### src/hw/rtl/dmarf_pkg.sv
// Package for the DMA register front end: word types, op/kind/status codes,
// register map, launch word order and small helper functions.
// No dependencies.
package dmarf_pkg;

    typedef enum logic [1:0] {
        OP_READ  = 2'd0,
        OP_WRITE = 2'd1,
        OP_DONE  = 2'd2,
        OP_NONE  = 2'd3
    } t_op;

    typedef enum logic [1:0] {
        KIND_RESP  = 2'd0,
        KIND_REQ   = 2'd1,
        KIND_EVENT = 2'd2
    } t_kind;

    typedef enum logic [1:0] {
        ST_OK      = 2'd0,
        ST_INVALID = 2'd1,
        ST_DENIED  = 2'd2
    } t_status;

    typedef enum logic [1:0] {
        SEL_STATUS  = 2'd0,
        SEL_NEXT_ID = 2'd1,
        SEL_DONE_ID = 2'd2
    } t_sel;

    typedef struct packed {
        t_op         operation;
        logic [1:0]  port;
        logic [11:0] offset;
        logic [3:0]  size_bytes;
        logic [31:0] write_data;
        logic        done_stream;
        logic        clock_enabled;
        logic        queue_full;
        logic [7:0]  backend_busy_bits;
        logic        midend_busy;
    } t_in_word;

    typedef struct packed {
        t_kind       kind;
        t_status     status;
        logic [31:0] data;
        logic [3:0]  word_index;
        logic        last;
    } t_out_word;

    typedef logic [3:0] t_reg_idx;
    typedef logic [3:0] t_seq;

    typedef struct packed {
        logic     hit;
        t_reg_idx idx;
    } t_reg_hit;

    localparam int REGS_PER_PORT = 10;

    localparam t_reg_idx REG_CFG   = 4'd0;
    localparam t_reg_idx REG_DST   = 4'd1;
    localparam t_reg_idx REG_SRC   = 4'd2;
    localparam t_reg_idx REG_LEN   = 4'd3;
    localparam t_reg_idx REG_DST_2 = 4'd4;
    localparam t_reg_idx REG_SRC_2 = 4'd5;
    localparam t_reg_idx REG_REPS2 = 4'd6;
    localparam t_reg_idx REG_DST_3 = 4'd7;
    localparam t_reg_idx REG_SRC_3 = 4'd8;
    localparam t_reg_idx REG_REPS3 = 4'd9;

    localparam logic [11:0] OFS_CONF  = 12'h000;
    localparam logic [11:0] OFS_DST   = 12'h0D0;
    localparam logic [11:0] OFS_SRC   = 12'h0D8;
    localparam logic [11:0] OFS_LEN   = 12'h0E0;
    localparam logic [11:0] OFS_DST_2 = 12'h0E8;
    localparam logic [11:0] OFS_SRC_2 = 12'h0F0;
    localparam logic [11:0] OFS_REPS2 = 12'h0F8;
    localparam logic [11:0] OFS_DST_3 = 12'h100;
    localparam logic [11:0] OFS_SRC_3 = 12'h108;
    localparam logic [11:0] OFS_REPS3 = 12'h110;

    localparam logic [11:0] STREAM_BASE = 12'h004;
    localparam logic [3:0]  SIZE_WORD   = 4'd4;
    localparam logic [31:0] LOWEST_ID   = 32'd2;
    localparam logic [31:0] FIRST_DONE  = 32'd1;

    localparam t_seq SEQ_RESP = 4'd0;
    localparam t_seq SEQ_CTRL = 4'd10;
    localparam t_seq SEQ_ID   = 4'd11;

    function automatic t_reg_hit f_reg_index(input logic [11:0] ofs);
        t_reg_hit r;
        r.hit = 1'b1;
        case (ofs)
            OFS_CONF:  r.idx = REG_CFG;
            OFS_DST:   r.idx = REG_DST;
            OFS_SRC:   r.idx = REG_SRC;
            OFS_LEN:   r.idx = REG_LEN;
            OFS_DST_2: r.idx = REG_DST_2;
            OFS_SRC_2: r.idx = REG_SRC_2;
            OFS_REPS2: r.idx = REG_REPS2;
            OFS_DST_3: r.idx = REG_DST_3;
            OFS_SRC_3: r.idx = REG_SRC_3;
            OFS_REPS3: r.idx = REG_REPS3;
            default: begin
                r.hit = 1'b0;
                r.idx = REG_CFG;
            end
        endcase
        return r;
    endfunction

    // Port register feeding each launch word slot.
    function automatic t_reg_idx f_src_reg(input t_seq seq);
        t_reg_idx r;
        case (seq)
            4'd1:    r = REG_SRC;
            4'd2:    r = REG_DST;
            4'd3:    r = REG_LEN;
            4'd4:    r = REG_SRC_2;
            4'd5:    r = REG_DST_2;
            4'd6:    r = REG_REPS2;
            4'd7:    r = REG_SRC_3;
            4'd8:    r = REG_DST_3;
            4'd9:    r = REG_REPS3;
            default: r = REG_CFG;
        endcase
        return r;
    endfunction

    function automatic logic [31:0] f_bump(input logic [31:0] v);
        logic [31:0] n;
        n = v + 32'd1;
        return (n < LOWEST_ID) ? LOWEST_ID : n;
    endfunction

endpackage

### src/hw/rtl/dmarf_ram.sv
// Generic single-write, single-read RAM with registered read data.
// No dependencies.
module dmarf_ram #(
    parameter int WIDTH = 32,
    parameter int DEPTH = 40
) (
    input  logic                                  i_clk,
    input  logic                                  i_wr_en,
    input  logic [(DEPTH > 1 ? $clog2(DEPTH) : 1)-1:0] i_wr_addr,
    input  logic [WIDTH-1:0]                      i_wr_data,
    input  logic [(DEPTH > 1 ? $clog2(DEPTH) : 1)-1:0] i_rd_addr,
    output logic [WIDTH-1:0]                      o_rd_data
);

    logic [WIDTH-1:0] r_mem [DEPTH];
    logic [WIDTH-1:0] r_q;

    always_ff @(posedge i_clk) begin
        if (i_wr_en) begin
            r_mem[i_wr_addr] <= i_wr_data;
        end
        r_q <= r_mem[i_rd_addr];
    end

    assign o_rd_data = r_q;

endmodule

### src/hw/rtl/dma_register_frontend.sv
// Top level of the DMA register front end: bus decode, request file,
// NEXT_ID/DONE_ID counters and launch word sequencer.
// Depends on dmarf_pkg and dmarf_ram.

// Items enter a front register and leave through an output register, so a
// new word is taken while a finished result still waits downstream. An item
// with a single result (bus response or completion pulse) holds the front
// stage until the output register takes it; a NEXT_ID read that launches a
// request holds it while it emits its 12 words, one at a time, since the
// request file has one read port and each request word is fetched in its own
// cycle. Operation 3 and completions on a nonexistent stream are dropped with no result.
module dma_register_frontend
    import dmarf_pkg::*;
#(
    parameter int NUM_PORTS   = 4,
    parameter int NUM_STREAMS = 2
) (
    input  logic      i_clk,
    input  logic      i_rst_n,
    input  logic      i_in_valid,
    output logic      o_in_stall,
    input  t_in_word  i_in_word,
    output logic      o_out_valid,
    input  logic      i_out_stall,
    output t_out_word o_out_word
);

    localparam int DEPTH = NUM_PORTS * REGS_PER_PORT;
    localparam int AW    = (DEPTH > 1) ? $clog2(DEPTH) : 1;
    localparam int SW    = (NUM_STREAMS > 1) ? $clog2(NUM_STREAMS) : 1;
    localparam logic [9:0]  NS1     = 10'(NUM_STREAMS);
    localparam logic [9:0]  NS2     = 10'(2 * NUM_STREAMS);
    localparam logic [11:0] BLK_END = 12'(4 + 12 * NUM_STREAMS);

    logic             r_a_valid;
    t_in_word         r_a;
    t_seq             r_seq;
    logic [31:0]      r_id;
    logic [31:0]      r_next_id [NUM_STREAMS];
    logic [31:0]      r_done_id [NUM_STREAMS];
    logic [DEPTH-1:0] r_vld;
    logic             r_rd_vld;
    logic             r_fwd_hit;
    logic [31:0]      r_fwd_data;
    logic             r_out_valid;
    t_out_word        r_out;

    t_reg_hit    w_reg;
    t_reg_hit    w_in_reg;
    logic        w_bad;
    logic        w_in_blk;
    logic [9:0]  w_widx;
    t_sel        w_sel;
    logic [9:0]  w_sbase;
    logic [SW-1:0] w_s;
    logic [SW-1:0] w_cnt_s;
    logic        w_done_ok;
    logic        w_launch;
    logic [31:0] w_ram_q;
    logic [31:0] w_rd_data;
    logic [31:0] w_next_cur;
    logic [31:0] w_ctrl;
    t_out_word   w_res;
    logic        w_has;
    logic        w_wr_en;
    logic        w_next_upd;
    logic        w_done_upd;
    logic        w_out_free;
    logic        w_a_emit;
    logic        w_a_done;
    logic        w_in_acc;
    logic [1:0]  w_rd_port;
    t_seq        w_rd_seq;
    t_reg_idx    w_rd_dec;
    t_reg_idx    w_rd_reg;
    logic [AW-1:0] w_rd_addr;
    logic [AW-1:0] w_wr_addr;

    // Decode of the held item
    assign w_reg    = f_reg_index(r_a.offset);
    assign w_in_reg = f_reg_index(i_in_word.offset);
    assign w_bad    = !r_a.clock_enabled || (r_a.size_bytes != SIZE_WORD) ||
                      (int'(r_a.port) >= NUM_PORTS);
    assign w_in_blk = (r_a.offset >= STREAM_BASE) && (r_a.offset < BLK_END);
    assign w_widx   = 10'((r_a.offset - STREAM_BASE) >> 2);

    always_comb begin
        if (w_widx >= NS2) begin
            w_sel   = SEL_DONE_ID;
            w_sbase = NS2;
        end else if (w_widx >= NS1) begin
            w_sel   = SEL_NEXT_ID;
            w_sbase = NS1;
        end else begin
            w_sel   = SEL_STATUS;
            w_sbase = 10'd0;
        end
    end

    assign w_s       = SW'(w_widx - w_sbase);
    assign w_cnt_s   = (r_a.operation == OP_DONE) ? SW'(r_a.done_stream) : w_s;
    assign w_done_ok = int'(r_a.done_stream) < NUM_STREAMS;
    assign w_launch  = (r_a.operation == OP_READ) && !w_bad && w_in_blk &&
                       (w_sel == SEL_NEXT_ID) && !r_a.queue_full;
    assign w_rd_data = r_fwd_hit ? r_fwd_data : (r_rd_vld ? w_ram_q : 32'd0);
    assign w_next_cur = r_next_id[w_cnt_s];
    assign w_ctrl    = {18'd0, 4'(w_s), w_rd_data[1], w_rd_data[0],
                        w_rd_data[17:15], w_rd_data[14:12], w_rd_data[11:10]};

    always_comb begin
        w_has          = 1'b1;
        w_wr_en        = 1'b0;
        w_next_upd     = 1'b0;
        w_done_upd     = 1'b0;
        w_res.kind       = KIND_RESP;
        w_res.status     = ST_OK;
        w_res.data       = 32'd0;
        w_res.word_index = 4'd0;
        w_res.last       = 1'b1;
        case (r_a.operation)
            OP_DONE: begin
                if (w_done_ok) begin
                    w_res.kind = KIND_EVENT;
                    w_res.data = f_bump(r_done_id[w_cnt_s]);
                    w_done_upd = 1'b1;
                end else begin
                    w_has = 1'b0;
                end
            end
            OP_READ, OP_WRITE: begin
                if (w_bad) begin
                    w_res.status = ST_INVALID;
                end else if (w_launch) begin
                    case (r_seq)
                        SEQ_RESP: begin
                            w_res.data = w_next_cur;
                            w_res.last = 1'b0;
                            w_next_upd = 1'b1;
                        end
                        SEQ_CTRL: begin
                            w_res.kind       = KIND_REQ;
                            w_res.data       = w_ctrl;
                            w_res.word_index = 4'd9;
                            w_res.last       = 1'b0;
                        end
                        SEQ_ID: begin
                            w_res.kind       = KIND_REQ;
                            w_res.data       = r_id;
                            w_res.word_index = 4'd10;
                        end
                        default: begin
                            w_res.kind       = KIND_REQ;
                            w_res.data       = w_rd_data;
                            w_res.word_index = r_seq - 4'd1;
                            w_res.last       = 1'b0;
                        end
                    endcase
                end else if (w_in_blk) begin
                    if (r_a.operation == OP_READ) begin
                        case (w_sel)
                            SEL_NEXT_ID: w_res.status = ST_DENIED;
                            SEL_STATUS:  w_res.data = {23'd0, r_a.midend_busy,
                                                       r_a.backend_busy_bits};
                            SEL_DONE_ID: w_res.data = r_done_id[w_cnt_s];
                            default:     w_res.data = 32'd0;
                        endcase
                    end
                end else if (w_reg.hit) begin
                    if (r_a.operation == OP_WRITE) begin
                        w_wr_en = 1'b1;
                    end else begin
                        w_res.data = w_rd_data;
                    end
                end else begin
                    w_res.status = ST_INVALID;
                end
            end
            default: w_has = 1'b0;
        endcase
    end

    // Handshake
    assign w_out_free = !r_out_valid || !i_out_stall;
    assign w_a_emit   = r_a_valid && w_has && w_out_free;
    assign w_a_done   = r_a_valid && (!w_has || (w_out_free && w_res.last));
    assign o_in_stall = r_a_valid && !w_a_done;
    assign w_in_acc   = i_in_valid && !o_in_stall;

    // Request file read address for the word held next cycle
    always_comb begin
        if (w_in_acc) begin
            w_rd_port = i_in_word.port;
            w_rd_seq  = SEQ_RESP;
            w_rd_dec  = w_in_reg.idx;
        end else if (w_a_emit && !w_res.last) begin
            w_rd_port = r_a.port;
            w_rd_seq  = r_seq + 4'd1;
            w_rd_dec  = w_reg.idx;
        end else begin
            w_rd_port = r_a.port;
            w_rd_seq  = r_seq;
            w_rd_dec  = w_reg.idx;
        end
        w_rd_reg = (w_rd_seq == SEQ_RESP) ? w_rd_dec : f_src_reg(w_rd_seq);
    end

    assign w_rd_addr = AW'(int'(w_rd_port) * REGS_PER_PORT + int'(w_rd_reg));
    assign w_wr_addr = AW'(int'(r_a.port) * REGS_PER_PORT + int'(w_reg.idx));

    dmarf_ram #(
        .WIDTH (32),
        .DEPTH (DEPTH)
    ) u_req_file (
        .i_clk     (i_clk),
        .i_wr_en   (w_a_emit && w_wr_en),
        .i_wr_addr (w_wr_addr),
        .i_wr_data (r_a.write_data),
        .i_rd_addr (w_rd_addr),
        .o_rd_data (w_ram_q)
    );

    always_ff @(posedge i_clk) begin
        if (!i_rst_n) begin
            r_a_valid   <= 1'b0;
            r_seq       <= SEQ_RESP;
            r_out_valid <= 1'b0;
            r_vld       <= '0;
            r_rd_vld    <= 1'b0;
            r_fwd_hit   <= 1'b0;
            for (int i = 0; i < NUM_STREAMS; i++) begin
                r_next_id[i] <= LOWEST_ID;
                r_done_id[i] <= FIRST_DONE;
            end
        end else begin
            if (w_in_acc) begin
                r_a_valid <= 1'b1;
                r_seq     <= SEQ_RESP;
            end else if (w_a_done) begin
                r_a_valid <= 1'b0;
            end else if (w_a_emit) begin
                r_seq <= r_seq + 4'd1;
            end

            if (w_a_emit) begin
                r_out_valid <= 1'b1;
            end else if (!i_out_stall) begin
                r_out_valid <= 1'b0;
            end

            if (w_a_emit && w_next_upd) begin
                r_next_id[w_cnt_s] <= f_bump(w_next_cur);
            end
            if (w_a_emit && w_done_upd) begin
                r_done_id[w_cnt_s] <= w_res.data;
            end
            if (w_a_emit && w_wr_en) begin
                r_vld[w_wr_addr] <= 1'b1;
            end
            r_rd_vld  <= r_vld[w_rd_addr];
            r_fwd_hit <= w_a_emit && w_wr_en && (w_wr_addr == w_rd_addr);
        end
    end

    always_ff @(posedge i_clk) begin
        if (w_in_acc) begin
            r_a <= i_in_word;
        end
        if (w_a_emit) begin
            r_out <= w_res;
        end
        if (w_a_emit && w_next_upd) begin
            r_id <= w_next_cur;
        end
        r_fwd_data <= r_a.write_data;
    end

    assign o_out_valid = r_out_valid;
    assign o_out_word  = r_out;

`ifndef SYNTHESIS
    a_seq_restart: assert property (@(posedge i_clk) disable iff (!i_rst_n)
        (w_a_emit && w_res.last) |=> (!r_a_valid || r_seq == SEQ_RESP))
        else $error("front stage kept a finished item");

    a_seq_launch: assert property (@(posedge i_clk) disable iff (!i_rst_n)
        (r_a_valid && r_seq != SEQ_RESP) |-> w_launch)
        else $error("word sequence running outside a launch");

    a_id_floor: assert property (@(posedge i_clk) disable iff (!i_rst_n)
        (r_next_id[0] >= LOWEST_ID) && (r_done_id[0] >= FIRST_DONE))
        else $error("id counter below its floor");
`endif

endmodule
### config.mk
export PLATFORM = sky130hd
export DESIGN_NAME = dma_register_frontend
export DESIGN_NICKNAME = d
export VERILOG_FILES = /design/src/hw/rtl/dmarf_pkg.sv /design/src/hw/rtl/dmarf_ram.sv /design/src/hw/rtl/dma_register_frontend.sv
export SDC_FILE = /design/constraint.sdc
export NUM_CORES = 2
export LEC_CHECK = 0
export ABC_AREA = 1
export ABC_CLOCK_PERIOD_IN_PS = 11100
export BUFFER_PORTS_ARGS = -buffer_cell sky130_fd_sc_hd__buf_2
export CAP_MARGIN = 25
export CORE_MARGIN = 3
export CORE_UTILIZATION = 45
export CTS_CLUSTER_DIAMETER = 50
export CTS_CLUSTER_SIZE = 40
export DETAILED_ROUTE_END_ITERATION = 10
export PLACE_DENSITY = 0.56
export REMOVE_ABC_BUFFERS = 1
export SYNTH_ARGS = -nofsm -noshare
export SYNTH_HDL_FRONTEND = slang
export SYNTH_SLANG_ARGS = --single-unit
export TNS_END_PERCENT = 5
### constraint.sdc
create_clock -name i_clk -period 11.1 [get_ports i_clk]
set_input_delay 2.22 -clock i_clk [delete_from_list [all_inputs] [get_ports i_clk]]
set_output_delay 2.22 -clock i_clk [all_outputs]
set_load 0.03 [all_outputs]
==> flow_metrics.tcl <==
set metrics [dict create \
    yosysTopAreaCellShare 0.668 \
    post-route-period-util 0.642 \
    cp_slowest_cell "fa_4" \
    skew_ns 0.0312 \
    end_kind "register" \
    hold_viol 0 \
    slew_violations 0 \
    antenna_found_initial 3 \
    nFillCells 13139 \
    cp.buffers_inverters 6 \
    postRouteAntennaNets 0 \
    port_buffers 110 \
    place.gp.congestion 0.921 \
    run_status "completed" \
    grt.met1_usage 0.354 \
    power.density_nw_per_um2 179 \
    cts_num_sinks 1657 \
    cpPeakStageDelay_ns 0.92 \
    max_freq_mhz 140 \
    tns_ns 0 \
    layout.nets 5978 \
    die_w_um 399 \
    synth_ff_type "edfxtp_1" \
    wl_um 203000 \
    dieArea_um2 159000 \
    clkSlewWorstSetupHoldPaths_ns 0.07 \
    grt_pass1_vias 43423 \
    rsz0062_at_grt "no" \
    grt_pass1_wl_um 297000 \
    cts_hold_buf 0 \
    power_uw 14000 \
    min_path_type "register to register" \
    cts_buffer_depth 3 \
    ys_seq_elements 1657 \
    final_cell_mix "edfxtp_1 (1545), inv_1 (612), nor2_1 (583), o21ai_0 (534), nand2_1 (471)" \
    timing.hold.ws_ns 0.461 \
    synth_edf_count 1545 \
    coreArea_um2 153000 \
    hpwl_um 113000 \
    cts_tree "built" \
    setup_viol 0 \
    crit_path_start_kind "register" \
    ys_types 53 \
    grt_max_degree 232 \
    fin_crit_ns 7.13 \
    cp_top_family "simple AND/OR/NAND/NOR gates" \
    via_per_inst 5.70 \
    drc 0 \
    slew_headroom 0.279 \
    clock-root-buffer "clkbuf_16" \
    layout_commonest_cell "edfxtp_1" \
    drive_gt1_frac 0.120 \
    clkLatencyLatePin_ns 0.80 \
    dp_cells 7754 \
    yosys_warnings 0 \
    synthCells 5836 \
    start_util 0.455 \
    first_pass_iters 6 \
    worstPathMaxFanout 89 \
    syn_area_um2 69500 \
    wl_per_cell_um 25.2 \
    dr.first_iter.drc_count 5126 \
    grt.total_usage 0.253 \
    p_leak_uw 0.0276 \
    crit_type "register to register" \
    final_cell_count_no_fill 8060 \
    ios 111 \
    post_cts.repair.setup_buffers 0 \
    rows 143 \
    required_ns 11.77 \
    use_met3 0.0438 \
    ys_seq_area_frac 0.700 \
    async_flop_share 0 \
    htreeDepth 4 \
    num_vias 45974 \
    numCtsBuffers 162 \
    worst_pin_slew_ns 1.08 \
    grt-busiest-layer "met2" \
    post-route-util 0.514 \
    drv_cap 0 \
    synth_largest_area_cell "edfxtp_1" \
    die_h_um 399 \
    peakVddDrop_mv 0.163 \
    overflow 0 \
    met2_usage 0.402 \
    cpMostUsedCell "nand2_1" \
    arrival_ns 7.81 \
    area_growth_pct 12.9 \
    synth_area_per_cell_um2 11.9 \
    cts-resized-gates 0 \
    synthTopCellsByArea "edfxtp_1 (67%), o21ai_0 (3.8%), nor2_1 (3.4%)" \
]
-- state kept, by name (all words and copies together) (netlist names) --
register              cells
o_out_valid               1
o_out_word               41
r_a                      64
r_a_valid                 1
r_done_id                64
r_fwd_data               32
r_fwd_hit                 1
r_id                     32
r_next_id                64
r_rd_vld                  1
r_seq                     4
r_vld                    40
u_req_file.o_rd_data     32
u_req_file.r_mem       1280
-- stage by stage --
| stage | instance area, um^2 | setup slack (ns) |
|---|---|---|
| detailed placement | 72600 | 3.46 |
| global route | 78400 | 3.45 |
| finish | 78400 | 3.97 |
| CTS | 78400 | 4.02 |
| global placement | 72300 | 3.59 |
| floorplan | 67900 | -10.50 |
-- per-layer routing --
metal | wire, um | vias to the layer above
met5 | 188 | -
met4 | 6680 | 2
met3 | 14800 | 347
met2 | 94700 | 1748
met1 | 87000 | 22753
li1 | - | 21124
-- worst register-to-register path: stages, from the launching register on --
cell      delay (ns)
edfxtp_1        0.48
inv_1           0.21
ha_1            0.33
inv_1           0.08
nor3_1          0.06
nand2_1         0.10
nand2_1         0.36
nor2_1          0.27
nand4_1         0.12
nor2_1          0.79
nand4_1         0.17
nand2_1         0.21
nand2_1         0.14
clkinv_1        0.13
nor2_4          0.06
inv_1           0.06
nor2_1          0.06
a31oi_1         0.18
ha_2            0.23
fa_4            0.92
inv_8           0.66
buf_4           0.72
o211ai_1        0.20
nand3_1         0.11
nand3_1         0.13
nand3_1         0.18
nand2_1         0.07
-- path summary, 6_finish.rpt --
path         slack, ns  cells after the start       from                       end
min               0.46                      1  r_vld[36]                 r_vld[36]
max reg2reg       3.97                     26    r_a[50]  u_req_file.o_rd_data[21]
max               3.97                     26    r_a[50]  u_req_file.o_rd_data[21]
min reg2reg       0.46                      1  r_vld[36]                 r_vld[36]
-- cell families after synthesis --
kind of cell    Yosys count  synth area share
fa+ha+maj                18           0.00346
compound gates         1388             0.123
mux                       4          0.000576
flops                  1657             0.700
xor+xnor                 55           0.00693
buf+inv                 981            0.0573
simple gates           1733             0.109
-- power breakdown --
group,internal (uW),total (uW),switching [uW]
Sequential,6900,6950,44.7
Combinational,299,1160,856
Clock,3300,5940,2640
Total,10500,14000,3540
-- cells in the mapped netlist, types with 49 or more instances --
cell,instances
dfxtp_1,112
o21ai_1,75
o221ai_1,60
o211ai_2,60
xor2_1,49
nand3_1,435
edfxtp_1,1545
inv_1,614
a21oi_1,286
nor2_1,622
clkbuf_1,194
nand4_1,53
buf_2,84
or2_2,52
o21ai_0,534
o211ai_1,252
nand2_1,474
-- final cells by class --
type                       instances  area (um^2)  area share
sequential                      1657        48600       0.620
timing repair buffer             239         1810      0.0230
tap                             2030         2540      0.0324
clock inverter                   115         1480      0.0189
clock buffer                     184         4310      0.0550
inverter                         634         2400      0.0306
antenna                            3         7.51   0.0000957
multi-input combinational       3198        17200       0.220
Power figures use the tool's default switching activity.
